### config.mk
export PLATFORM = sky130hd
export DESIGN_NAME = i2c_edid_block_reader
export DESIGN_NICKNAME = d
export VERILOG_FILES = /design/src/i2cedid_pkg.sv /design/src/i2c_edid_block_reader.sv /design/src/i2cedid_cfg.sv /design/src/i2cedid_fsm.sv
export SDC_FILE = /design/constraint.sdc
export NUM_CORES = 1
export LEC_CHECK = 0
export BUFFER_PORTS_ARGS = -buffer_cell sky130_fd_sc_hd__buf_2
export CAP_MARGIN = 20
export CORE_UTILIZATION = 35
export DETAILED_ROUTE_END_ITERATION = 12
export SYNTH_ARGS = -nofsm -noshare
export SYNTH_HDL_FRONTEND = slang
export SYNTH_SLANG_ARGS = --single-unit
### constraint.sdc
create_clock -name aclk -period 4.3 [get_ports aclk]
set_clock_uncertainty 0.2 [all_clocks]
set_input_delay 0.43 -clock aclk [delete_from_list [all_inputs] [get_ports aclk]]
set_output_delay 0.43 -clock aclk [all_outputs]
set_load 0.05 [all_outputs]
### src/i2cedid_pkg.sv
`timescale 1ns / 1ps

package i2cedid_pkg;

    localparam int BLOCK_BYTES = 128;
    localparam int BYTE_IDX_W  = $clog2(BLOCK_BYTES);
    localparam int TMR_W       = 16;
    localparam int CFG_IDX_W   = 8;

    localparam logic [BYTE_IDX_W-1:0] LAST_BYTE_IDX = BYTE_IDX_W'(BLOCK_BYTES - 1);
    localparam logic [3:0]            BIT_ACK       = 4'd8;
    localparam logic [7:0]            ADDR_WR       = 8'hA0;
    localparam logic [7:0]            ADDR_RD       = 8'hA1;
    localparam logic [TMR_W-1:0]      TMR_MAX       = {TMR_W{1'b1}};
    localparam logic [TMR_W-1:0]      HALF_PERIOD_RST   = 16'd10;
    localparam logic [TMR_W-1:0]      STRETCH_LIMIT_RST = 16'd100;

    localparam logic [CFG_IDX_W-1:0] CFG_HALF_PERIOD   = 8'd0;
    localparam logic [CFG_IDX_W-1:0] CFG_STRETCH_LIMIT = 8'd1;

    localparam logic FUNC_TICK  = 1'b0;
    localparam logic FUNC_BEGIN = 1'b1;

    typedef enum logic [3:0] {
        PH_IDLE,
        PH_START_WAIT,
        PH_START_A,
        PH_START_B,
        PH_START_C,
        PH_BIT_SETUP,
        PH_BIT_WAIT,
        PH_BIT_HOLD,
        PH_STOP_A,
        PH_STOP_WAIT,
        PH_STOP_B,
        PH_STOP_C
    } phase_t;

    typedef enum logic [1:0] {
        STG_ADDR_WR,
        STG_OFFSET,
        STG_ADDR_RD,
        STG_DATA
    } stage_t;

    typedef struct packed {
        logic [TMR_W-1:0] half_period_ticks;
        logic [TMR_W-1:0] stretch_limit;
    } cfg_t;

    typedef struct packed {
        logic       func;
        logic [7:0] block_number;
        logic       scl_level;
        logic       sda_level;
    } item_t;

    typedef struct packed {
        logic                  scl_release;
        logic                  sda_release;
        logic                  busy_res;
        logic                  byte_valid;
        logic [7:0]            byte_value;
        logic [BYTE_IDX_W-1:0] byte_index;
        logic                  last_byte;
        logic                  done_res;
        logic                  success;
        logic                  bus_stuck;
    } res_t;

endpackage

### src/i2c_edid_block_reader.sv
`timescale 1ns / 1ps

// Open-drain I2C master that reads one 128-byte EDID block, one input transfer per tick or
// begin command, with exactly one result transfer for each input transfer. The block takes
// one input transfer every clock cycle when the result side keeps up. Each result is
// registered: the state machine works on the item held in the input register and, once
// the result register is free to take it, updates the bus state and loads the result
// register. Configuration writes are accepted at any time and apply at once, so they belong
// to periods when no input transfer is waiting in the block.
module i2c_edid_block_reader
    import i2cedid_pkg::*;
(
    input  logic                  aclk,
    input  logic                  aresetn,

    input  logic                  s_valid,
    output logic                  s_ready,
    input  logic                  s_func,
    input  logic [7:0]            s_block_number,
    input  logic                  s_scl_level,
    input  logic                  s_sda_level,

    output logic                  m_valid,
    input  logic                  m_ready,
    output logic                  m_scl_release,
    output logic                  m_sda_release,
    output logic                  m_busy_res,
    output logic                  m_byte_valid,
    output logic [7:0]            m_byte_value,
    output logic [BYTE_IDX_W-1:0] m_byte_index,
    output logic                  m_last_byte,
    output logic                  m_done_res,
    output logic                  m_success,
    output logic                  m_bus_stuck,

    input  logic                  cfg_valid,
    output logic                  cfg_ready,
    input  logic [CFG_IDX_W-1:0]  cfg_index,
    input  logic [TMR_W-1:0]      cfg_data
);

    logic  in_vld_reg, in_vld_next;
    item_t item_reg, item_next;
    logic  out_vld_reg, out_vld_next;
    res_t  res_reg, res_next;
    res_t  res;
    cfg_t  cfg;
    logic  adv;
    logic  s_fire;

    assign cfg_ready = 1'b1;
    assign adv       = in_vld_reg && (!out_vld_reg || m_ready);
    assign s_ready   = !in_vld_reg || adv;
    assign s_fire    = s_valid && s_ready;

    i2cedid_cfg u_cfg (
        .aclk     (aclk),
        .aresetn  (aresetn),
        .wr_en    (cfg_valid && cfg_ready),
        .wr_index (cfg_index),
        .wr_data  (cfg_data),
        .cfg      (cfg)
    );

    i2cedid_fsm u_fsm (
        .aclk    (aclk),
        .aresetn (aresetn),
        .adv     (adv),
        .item    (item_reg),
        .cfg     (cfg),
        .res     (res)
    );

    always_comb begin
        in_vld_next = in_vld_reg;
        item_next   = item_reg;
        if (s_fire) begin
            in_vld_next            = 1'b1;
            item_next.func         = s_func;
            item_next.block_number = s_block_number;
            item_next.scl_level    = s_scl_level;
            item_next.sda_level    = s_sda_level;
        end else if (adv) begin
            in_vld_next = 1'b0;
        end

        out_vld_next = out_vld_reg;
        res_next     = res_reg;
        if (adv) begin
            out_vld_next = 1'b1;
            res_next     = res;
        end else if (m_ready) begin
            out_vld_next = 1'b0;
        end
    end

    always_ff @(posedge aclk) begin
        if (!aresetn) begin
            in_vld_reg  <= 1'b0;
            out_vld_reg <= 1'b0;
        end else begin
            in_vld_reg  <= in_vld_next;
            out_vld_reg <= out_vld_next;
        end
    end

    always_ff @(posedge aclk) begin
        item_reg <= item_next;
        res_reg  <= res_next;
    end

    assign m_valid       = out_vld_reg;
    assign m_scl_release = res_reg.scl_release;
    assign m_sda_release = res_reg.sda_release;
    assign m_busy_res    = res_reg.busy_res;
    assign m_byte_valid  = res_reg.byte_valid;
    assign m_byte_value  = res_reg.byte_value;
    assign m_byte_index  = res_reg.byte_index;
    assign m_last_byte   = res_reg.last_byte;
    assign m_done_res    = res_reg.done_res;
    assign m_success     = res_reg.success;
    assign m_bus_stuck   = res_reg.bus_stuck;

    a_done_not_busy: assert property (@(posedge aclk) disable iff (!aresetn)
        m_valid && m_done_res |-> !m_busy_res && !m_byte_valid)
        else $error("done result reported while a read is still in progress");

    a_last_byte_index: assert property (@(posedge aclk) disable iff (!aresetn)
        m_valid && m_last_byte |-> m_byte_valid && (m_byte_index == LAST_BYTE_IDX))
        else $error("last byte flag on a byte that is not the final one");

    a_item_kept: assert property (@(posedge aclk) disable iff (!aresetn)
        in_vld_reg && !adv |=> in_vld_reg && $stable(item_reg))
        else $error("stalled input item was lost or changed");

    a_result_follows: assert property (@(posedge aclk) disable iff (!aresetn)
        adv |=> m_valid)
        else $error("processed item produced no result transfer");

endmodule

### src/i2cedid_cfg.sv
`timescale 1ns / 1ps

module i2cedid_cfg
    import i2cedid_pkg::*;
(
    input  logic                 aclk,
    input  logic                 aresetn,
    input  logic                 wr_en,
    input  logic [CFG_IDX_W-1:0] wr_index,
    input  logic [TMR_W-1:0]     wr_data,
    output cfg_t                 cfg
);

    cfg_t cfg_reg;
    cfg_t cfg_next;

    always_comb begin
        cfg_next = cfg_reg;
        if (wr_en) begin
            unique case (wr_index)
                CFG_HALF_PERIOD:   cfg_next.half_period_ticks = wr_data;
                CFG_STRETCH_LIMIT: cfg_next.stretch_limit     = wr_data;
                default:           cfg_next = cfg_reg;
            endcase
        end
    end

    always_ff @(posedge aclk) begin
        if (!aresetn) begin
            cfg_reg.half_period_ticks <= HALF_PERIOD_RST;
            cfg_reg.stretch_limit     <= STRETCH_LIMIT_RST;
        end else begin
            cfg_reg <= cfg_next;
        end
    end

    assign cfg = cfg_reg;

endmodule

### src/i2cedid_fsm.sv
`timescale 1ns / 1ps

module i2cedid_fsm
    import i2cedid_pkg::*;
(
    input  logic  aclk,
    input  logic  aresetn,
    input  logic  adv,
    input  item_t item,
    input  cfg_t  cfg,
    output res_t  res
);

    phase_t                phase_reg, phase_next;
    stage_t                stage_reg, stage_next;
    logic [3:0]            bit_cnt_reg, bit_cnt_next;
    logic [BYTE_IDX_W-1:0] byte_cnt_reg, byte_cnt_next;
    logic [7:0]            shift_reg, shift_next;
    logic [TMR_W-1:0]      half_tmr_reg, half_tmr_next;
    logic [TMR_W-1:0]      stretch_tmr_reg, stretch_tmr_next;
    logic                  offset_bit_reg, offset_bit_next;
    logic                  stuck_reg, stuck_next;
    logic                  ok_reg, ok_next;
    logic                  scl_rel_reg, scl_rel_next;
    logic                  sda_rel_reg, sda_rel_next;

    logic [TMR_W-1:0] half_inc;
    logic [TMR_W-1:0] stretch_inc;
    logic             half_done;
    logic             stretch_timeout;
    logic             scl_up;
    logic             is_tick;
    logic             bit_is_ack;
    logic             last_data;
    logic             samples;
    logic [3:0]       bit_inc;
    logic [7:0]       shift_held;

    assign is_tick         = (item.func == FUNC_TICK);
    assign half_inc        = (half_tmr_reg == TMR_MAX) ? half_tmr_reg : half_tmr_reg + 1'b1;
    assign half_done       = (half_inc >= cfg.half_period_ticks);
    assign stretch_inc     = (stretch_tmr_reg == TMR_MAX) ? stretch_tmr_reg
                                                          : stretch_tmr_reg + 1'b1;
    assign stretch_timeout = !item.scl_level && (stretch_inc >= cfg.stretch_limit);
    assign scl_up          = item.scl_level || stretch_timeout;
    assign bit_is_ack      = (bit_cnt_reg == BIT_ACK);
    assign last_data       = (byte_cnt_reg == LAST_BYTE_IDX);
    assign samples         = (stage_reg == STG_DATA) ? !bit_is_ack : bit_is_ack;
    assign bit_inc         = bit_cnt_reg + 1'b1;
    assign shift_held      = (stage_reg != STG_DATA && !bit_is_ack) ? {shift_reg[6:0], 1'b0}
                                                                    : shift_reg;

    always_comb begin
        phase_next = phase_reg;
        if (!is_tick) begin
            if (phase_reg == PH_IDLE) begin
                phase_next = PH_START_WAIT;
            end
        end else begin
            unique case (phase_reg)
                PH_IDLE:       phase_next = PH_IDLE;
                PH_START_WAIT: if (scl_up) phase_next = PH_START_A;
                PH_START_A:    if (half_done) phase_next = PH_START_B;
                PH_START_B:    if (half_done) phase_next = PH_START_C;
                PH_START_C:    if (half_done) phase_next = PH_BIT_SETUP;
                PH_BIT_SETUP:  if (half_done) phase_next = PH_BIT_WAIT;
                PH_BIT_WAIT:   if (scl_up) phase_next = PH_BIT_HOLD;
                PH_BIT_HOLD: begin
                    if (half_done) begin
                        if (!bit_is_ack) begin
                            phase_next = PH_BIT_SETUP;
                        end else if (stage_reg != STG_DATA) begin
                            if (shift_reg[0]) begin
                                phase_next = PH_STOP_A;
                            end else if (stage_reg == STG_OFFSET) begin
                                phase_next = PH_START_WAIT;
                            end else begin
                                phase_next = PH_BIT_SETUP;
                            end
                        end else begin
                            phase_next = last_data ? PH_STOP_A : PH_BIT_SETUP;
                        end
                    end
                end
                PH_STOP_A:     if (half_done) phase_next = PH_STOP_WAIT;
                PH_STOP_WAIT:  if (scl_up) phase_next = PH_STOP_B;
                PH_STOP_B:     if (half_done) phase_next = PH_STOP_C;
                PH_STOP_C:     if (half_done) phase_next = PH_IDLE;
                default:       phase_next = PH_IDLE;
            endcase
        end
    end

    always_comb begin
        stage_next       = stage_reg;
        bit_cnt_next     = bit_cnt_reg;
        byte_cnt_next    = byte_cnt_reg;
        shift_next       = shift_reg;
        half_tmr_next    = half_tmr_reg;
        stretch_tmr_next = stretch_tmr_reg;
        offset_bit_next  = offset_bit_reg;
        stuck_next       = stuck_reg;
        ok_next          = ok_reg;
        scl_rel_next     = scl_rel_reg;
        sda_rel_next     = sda_rel_reg;
        res              = '0;

        if (!is_tick) begin
            if (phase_reg == PH_IDLE) begin
                offset_bit_next  = item.block_number[0];
                stuck_next       = 1'b0;
                ok_next          = 1'b1;
                stage_next       = STG_ADDR_WR;
                byte_cnt_next    = '0;
                bit_cnt_next     = '0;
                sda_rel_next     = 1'b1;
                scl_rel_next     = 1'b1;
                stretch_tmr_next = '0;
            end
        end else begin
            case (phase_reg)
                PH_START_WAIT, PH_BIT_WAIT, PH_STOP_WAIT: begin
                    if (!item.scl_level) begin
                        stretch_tmr_next = stretch_inc;
                    end
                    if (stretch_timeout) begin
                        stuck_next = 1'b1;
                    end
                    if (scl_up) begin
                        half_tmr_next = '0;
                        if (phase_reg == PH_BIT_WAIT && samples) begin
                            shift_next = {shift_reg[6:0], item.sda_level};
                        end
                    end
                end
                PH_START_A, PH_START_B, PH_START_C, PH_BIT_SETUP, PH_BIT_HOLD,
                PH_STOP_A, PH_STOP_B, PH_STOP_C: begin
                    half_tmr_next = half_done ? '0 : half_inc;
                    if (half_done) begin
                        case (phase_reg)
                            PH_START_A: sda_rel_next = 1'b0;
                            PH_START_B: scl_rel_next = 1'b0;
                            PH_START_C: begin
                                bit_cnt_next = '0;
                                shift_next   = (stage_reg == STG_ADDR_RD) ? ADDR_RD : ADDR_WR;
                                sda_rel_next = 1'b1;
                            end
                            PH_BIT_SETUP, PH_STOP_A: begin
                                scl_rel_next     = 1'b1;
                                stretch_tmr_next = '0;
                            end
                            PH_BIT_HOLD: begin
                                scl_rel_next = 1'b0;
                                shift_next   = shift_held;
                                if (!bit_is_ack) begin
                                    bit_cnt_next = bit_inc;
                                    if (stage_reg != STG_DATA && bit_inc != BIT_ACK) begin
                                        sda_rel_next = shift_held[7];
                                    end else if (stage_reg == STG_DATA && bit_inc == BIT_ACK) begin
                                        sda_rel_next = last_data;
                                    end else begin
                                        sda_rel_next = 1'b1;
                                    end
                                end else if (stage_reg != STG_DATA) begin
                                    if (shift_reg[0]) begin
                                        ok_next      = 1'b0;
                                        sda_rel_next = 1'b0;
                                    end else if (stage_reg == STG_ADDR_WR) begin
                                        stage_next   = STG_OFFSET;
                                        shift_next   = {offset_bit_reg, 7'd0};
                                        bit_cnt_next = '0;
                                        sda_rel_next = offset_bit_reg;
                                    end else if (stage_reg == STG_OFFSET) begin
                                        stage_next       = STG_ADDR_RD;
                                        sda_rel_next     = 1'b1;
                                        scl_rel_next     = 1'b1;
                                        stretch_tmr_next = '0;
                                    end else begin
                                        stage_next    = STG_DATA;
                                        byte_cnt_next = '0;
                                        shift_next    = '0;
                                        bit_cnt_next  = '0;
                                        sda_rel_next  = 1'b1;
                                    end
                                end else begin
                                    res.byte_valid = 1'b1;
                                    res.byte_value = shift_reg;
                                    res.byte_index = byte_cnt_reg;
                                    res.last_byte  = last_data;
                                    if (last_data) begin
                                        sda_rel_next = 1'b0;
                                    end else begin
                                        byte_cnt_next = byte_cnt_reg + 1'b1;
                                        shift_next    = '0;
                                        bit_cnt_next  = '0;
                                        sda_rel_next  = 1'b1;
                                    end
                                end
                            end
                            PH_STOP_B: sda_rel_next = 1'b1;
                            PH_STOP_C: begin
                                scl_rel_next = 1'b1;
                                sda_rel_next = 1'b1;
                                res.done_res  = 1'b1;
                                res.success   = ok_reg && !stuck_reg;
                                res.bus_stuck = stuck_reg;
                            end
                            default: begin
                            end
                        endcase
                    end
                end
                default: begin
                end
            endcase
        end

        res.scl_release = scl_rel_next;
        res.sda_release = sda_rel_next;
        res.busy_res    = (phase_next != PH_IDLE);
    end

    always_ff @(posedge aclk) begin
        if (!aresetn) begin
            phase_reg       <= PH_IDLE;
            stage_reg       <= STG_ADDR_WR;
            bit_cnt_reg     <= '0;
            byte_cnt_reg    <= '0;
            shift_reg       <= '0;
            half_tmr_reg    <= '0;
            stretch_tmr_reg <= '0;
            offset_bit_reg  <= 1'b0;
            stuck_reg       <= 1'b0;
            ok_reg          <= 1'b0;
            scl_rel_reg     <= 1'b1;
            sda_rel_reg     <= 1'b1;
        end else if (adv) begin
            phase_reg       <= phase_next;
            stage_reg       <= stage_next;
            bit_cnt_reg     <= bit_cnt_next;
            byte_cnt_reg    <= byte_cnt_next;
            shift_reg       <= shift_next;
            half_tmr_reg    <= half_tmr_next;
            stretch_tmr_reg <= stretch_tmr_next;
            offset_bit_reg  <= offset_bit_next;
            stuck_reg       <= stuck_next;
            ok_reg          <= ok_next;
            scl_rel_reg     <= scl_rel_next;
            sda_rel_reg     <= sda_rel_next;
        end
    end

endmodule
# Word-level counts from Yosys, hierarchy flattened
# Index checks and enable logic that the tools add are counted.
# totals
latchBits	0
memories	0
regBits	123
ram_bits	0
romBits	0
# classes
n_mul	0
order_cmp	2
div	0
n_reduce_logical	53
eq_ne	43
muxes	121
n_shift	0
n_addsub	4
bitwise	6
# op_table
operator	count
two-way mux 16 bit	13
two-way mux 4 bit	27
case mux 16 bit (2 select lines)	3
two-way mux 8 bit	10
two-way mux 7 bit	11
case mux 4 bit (11 select lines)	1
two-way mux 1 bit	39
adder 16 x 1 -> 16 bit (second input constant)	2
equality test 16 bit (second input constant)	2
greater-or-equal comparator 16 bit	2
case mux 8 bit (2 select lines)	2
equality test 4 bit (second input constant)	6
AND reduction 8 bit	3
nonzero test 2 bit	11
two-way mux 2 bit	9
two-way mux 17 bit	1
equality test 4 x 3 -> 1 bit (second input constant)	4
inequality test 4 x 3 -> 1 bit (second input constant)	4
inequality test 3 bit (second input constant)	5
inequality test 4 bit (second input constant)	3
OR reduction 3 bit	4
AND reduction 11 bit	1
inequality test 5 bit (second input constant)	2
AND reduction 10 bit	1
other kinds (34)	63

# Longest topological paths before layout
# depth
word_depth	12
depth_mapped	19
depth_no_buf	16

# Cells and area by module
# From an unflattened synthesis, not the netlist that was laid out.
# unflattened
hier_cells	871
area_unflattened_um2	7479.7
# modules_own_cells
mod	seq_area_each_um2	instances	area_each_um2	cells_per_inst
i2cedid_fsm	1241.2	1	5049.8	692
i2cedid_cfg	640.6	1	1293.7	134
i2c_edid_block_reader	1061.0	1	1136.1	45

# Worst setup path after synthesis
# Ideal clock, no wire load.
# synth_timing
path_type	reg2reg
from	register u_fsm.half_tmr_reg[4]
to	register res_reg, in the netlist m_sda_release (data pin)
setup_ns	0.268
setup_slack_ns	0.019
path_buffers	3
stages_incl_launch_ff	19
arrival_ns	3.813
synth_period_minus_slack_ns	4.281
path_cell_list	dfxtp_1 nand3_1 or4_4 or3_1 buf_6 nor2b_4 buf_6 nand2_1 xnor2_1 ha_1 nand2_1 nor3_2 or4b_4 and3_1 buf_2 nor2_1 nand3_1 a22oi_1 mux2i_1
# synth_lines
item	line_no	text
start, declared	i2cedid_fsm.sv:19	logic [TMR_W-1:0] half_tmr_reg, half_tmr_next;
start signal, assigned	i2cedid_fsm.sv:243	half_tmr_reg <= half_tmr_next;
end signal, assigned	i2c_edid_block_reader.sv:109	res_reg <= res_next;
end, declared	i2c_edid_block_reader.sv:45	res_t res_reg, res_next;

==> metrics.csv <==
stage,metric,value,unit
timing,min_period,4127,ps
placement,dpl.cell_count,1191,
synthesis,synth_compound_area_share,18.06,%
die,die_w,145.9,um
drt,wire_per_inst,14.90,um
drt,vias,6433,
critical_path,r2r_cells,17,
layout,largest_reg_flops,32,
layout,fillCellCount,2007,
layout,stdcell_area,0.009024,sq mm
synthesis,synth_edf_count,27,
timing,fin_ws,172.9,ps
die,die_height,145.9,um
synthesis,synth-simple-area-share,23.05,%
layout,seq_area,0.002739,sq mm
critical_path,reg2reg_from,u_fsm.half_tmr_reg[3]$_SDFFE_PN0P_,
global_routing,grt_pass1_wl,29880,um
power,power,2.749,mW
synthesis,async_reset_ff_share,0,%
critical_path,criticalPathCategory,reg2reg,
timing,setup_viol_count_final,0,
global_routing,antenna_found_initial,0,
timing,tightest_slew,1086,ps
run_status,status,completed,
critical_path,arrival,4090,ps
drt,wirelength,18400,um
clock_network,clk_latency,430,ps
layout,final_common_cell,dfxtp_1,
layout,num_antenna_cells,0,
power,power_density,304.7,mW/mm^2
drt,viasPerCell,5.209,
critical_path,cp.required,4260,ps
placement,placed_area,0.008133,sq mm
power,leakage,3.624,nW
layout,syn_to_final_growth,24.50,%
drt,drc,0,
power,ir_drop,0.2833,mV
synthesis,synth_top_family_by_area,simple AND/OR/NAND/NOR gates,
synthesis,ys_types,77,
timing,final-hold-violation-count,0,
timing,max_freq,0.2423,GHz
clock_network,path_clk_slew,60,ps
global_routing,grt_use_met3,3.574,%
layout,layout.nets,1034,
layout,layout_common_cells,"dfxtp_1, nor2_1, nand2_1",
synthesis,yosys_most_used_dff,dfxtp_1,
synthesis,synth-adder-area-share,7.250,%
timing,slew_headroom,27.51,%
placement,place_ws,-170.7,ps
global_routing,gr-max-usage-layer,met2,
critical_path,reg2reg_slack,170,ps
critical_path,path_cells,nand2_1 -> nor4_1 -> nor3b_2 -> nand3_1 -> mux2i_1 -> inv_1 -> ha_1 -> nand4_2 -> nor3_4 -> or4b_4 -> and3_4 -> buf_12 -> buf_6 -> nand3b_1 -> nand3_2 -> a22oi_2 -> o311ai_2,
synthesis,synth_area,0.007248,sq mm
synthesis,yosysWarnings,0,
global_routing,use_met1,23.65,%
placement,io_buffers,57,
global_routing,grt_use_total,17.62,%
worst_hold_path,hp-class,in2reg,
placement,gp_congestion,0.8659,
critical_path,end_kind,flop,
synthesis,yosysSeqAreaShare,37.70,%
critical_path,crit_slowest_cell,or4b_4,
synthesis,syn-num-nets,930,
clock_network,clock_sink_count,123,
critical_path,timing.rr.end,m_busy_res$_DFFE_PP_,
global_routing,grt_pass1_vias,5891,
synthesis,syn_area_per_cell,8.547,sq um
synthesis,synth_cells,848,
die,core-area,0.02030,sq mm
timing,finalCritPeriodShare,95.98,%
clock_network,clk_path_buf_depth,2,
synthesis,ys_seq_elements,123,
synthesis,synthMuxAreaShare,5.748,%
drt,antenna_left,0,
clock_network,cts_root_buf,clkbuf_16,
global_routing,grt_max_degree,53,
timing,fin_hold_ws,25.54,ps
layout,multi_input_area,0.004330,sq mm
critical_path,cp-start-kind,flop,
drt,drt_iter0_drc,496,
clock_network,cts_max_level,4,
global_routing,met2_usage,28.06,%
clock_network,cts-buffers-inserted,17,
critical_path,cp_max_fo,4,
synthesis,synthXorXnorAreaFrac,2.900,%
critical_path,cpPeakStageDelay,520,ps
timing,slew_violations,0,
layout,stdcell_count,1235,
placement,dp_hpwl,13070,um
worst_hold_path,min_to,item_reg[1]$_DFFE_PP_,
die,start_util,35.71,%
layout,drive_gt1_share,23.11,%
worst_hold_path,holdPathStages,1,
global_routing,grt.overflow.total,0,
die,ioPinCount,66,
flow_run,drv_cap,0,
die,die_area,0.02129,sq mm
die,rows,52,
worst_hold_path,worstHoldStart,s_scl_level,
drt,drtPass1Iterations,5,
clock_network,cts_tree,built,
[cell usage after synthesis, types with 22 or more instances]
library cell | instances | area (sq um)
inv_1 | 46 | 172.7
clkbuf_1 | 27 | 101.4
dfxtp_1 | 96 | 1922
nor2_1 | 92 | 345.3
and2_1 | 30 | 187.7
mux2i_1 | 36 | 360.4
ha_1 | 42 | 525.5
edfxtp_1 | 27 | 810.8
a21oi_1 | 54 | 270.3
o21ai_0 | 35 | 175.2
nand2_1 | 77 | 289.0
nand3_1 | 31 | 155.2
a31oi_1 | 22 | 137.6
[metrics by stage]
step	setup TNS (ps)	utilization (%)
floorplan	0	-
global placement	-2460	40.06
detailed placement	-2527	40.06
CTS	0	43.09
global route	-681.3	44.45
finish	0	44.45
[repair_timing]
item / CTS / global route
hold buffers: 3 / 0
endpoints found under the hold margin: 3 / 0
cloned: 0 / 1
gates resized for setup: 4 / 49
buffers inserted: 0 / 7
endpoints found under the setup margin: 22 / 77
pin swaps: 1 / 20
[layout make-up]
cell class | instances | share of cell area, %
Clock buffer | 18 | 4.867
Clock inverter | 14 | 1.442
Inverter | 47 | 1.955
Multi-Input combinational cell | 634 | 47.99
Sequential cell | 123 | 30.35
Tap cell | 270 | 3.744
Timing Repair Buffer | 129 | 9.651
[per-layer routing]
layer	share of wire, %	wire length, um	up-vias
met4	1.6	303	0
met3	3.5	648	19
met2	46	8542	129
li1	-	-	3279
met1	48	8906	3006
met5	0	0	-
[worst max-delay path by stage]
stage | from | to | slack, ps | cells past startpoint
3_5_place_dp | u_fsm.half_tmr_reg[6]$_SDFFE_PN0P_ | m_byte_value[0]$_SDFFCE_PP0P_ | -170 | 14
5_1_grt | u_fsm.half_tmr_reg[3]$_SDFFE_PN0P_ | m_busy_res$_DFFE_PP_ | -80 | 17
3_3_place_gp | u_fsm.half_tmr_reg[6]$_SDFFE_PN0P_ | m_byte_value[1]$_SDFFCE_PP0P_ | -160 | 14
2_1_floorplan | u_fsm.half_tmr_reg[4]$_SDFFE_PN0P_ | m_sda_release$_DFFE_PP_ | 20 | 18
6_report | u_fsm.half_tmr_reg[3]$_SDFFE_PN0P_ | m_busy_res$_DFFE_PP_ | 170 | 17
4_1_cts | u_fsm.half_tmr_reg[6]$_SDFFE_PN0P_ | m_busy_res$_DFFE_PP_ | 7 | 17
[logic make-up (layout without fill, tap and decap cells)]
group / count (synthesis) / after routing
AO/OA/AOI/OAI: 199 / 199
AND/OR/NAND/NOR: 327 / 327
other: 1 / 1
XOR/XNOR: 24 / 24
buffers and inverters: 91 / 208
flip-flops: 123 / 123
multiplexers: 41 / 41
adder cells (fa/ha/maj): 42 / 42
[critical path: cells and delay by family, from the launching register on]
kind	cells	cell delay, ps
AO/OA/AOI/OAI	2	310
AND/OR/NAND/NOR	10	2130
buffers and inverters	3	320
adder cells (fa/ha/maj)	1	300
multiplexers	1	230
flip-flops	1	340
[power breakdown]
part	leakage, nW	switching (mW)	internal, mW
clock	0.273	0.599	0.772
combinational	2.34	0.116	0.0535
sequential	1.01	0.0138	1.19
total	3.62	0.728	2.02
No activity file was read; power rests on OpenSTA's default activity.
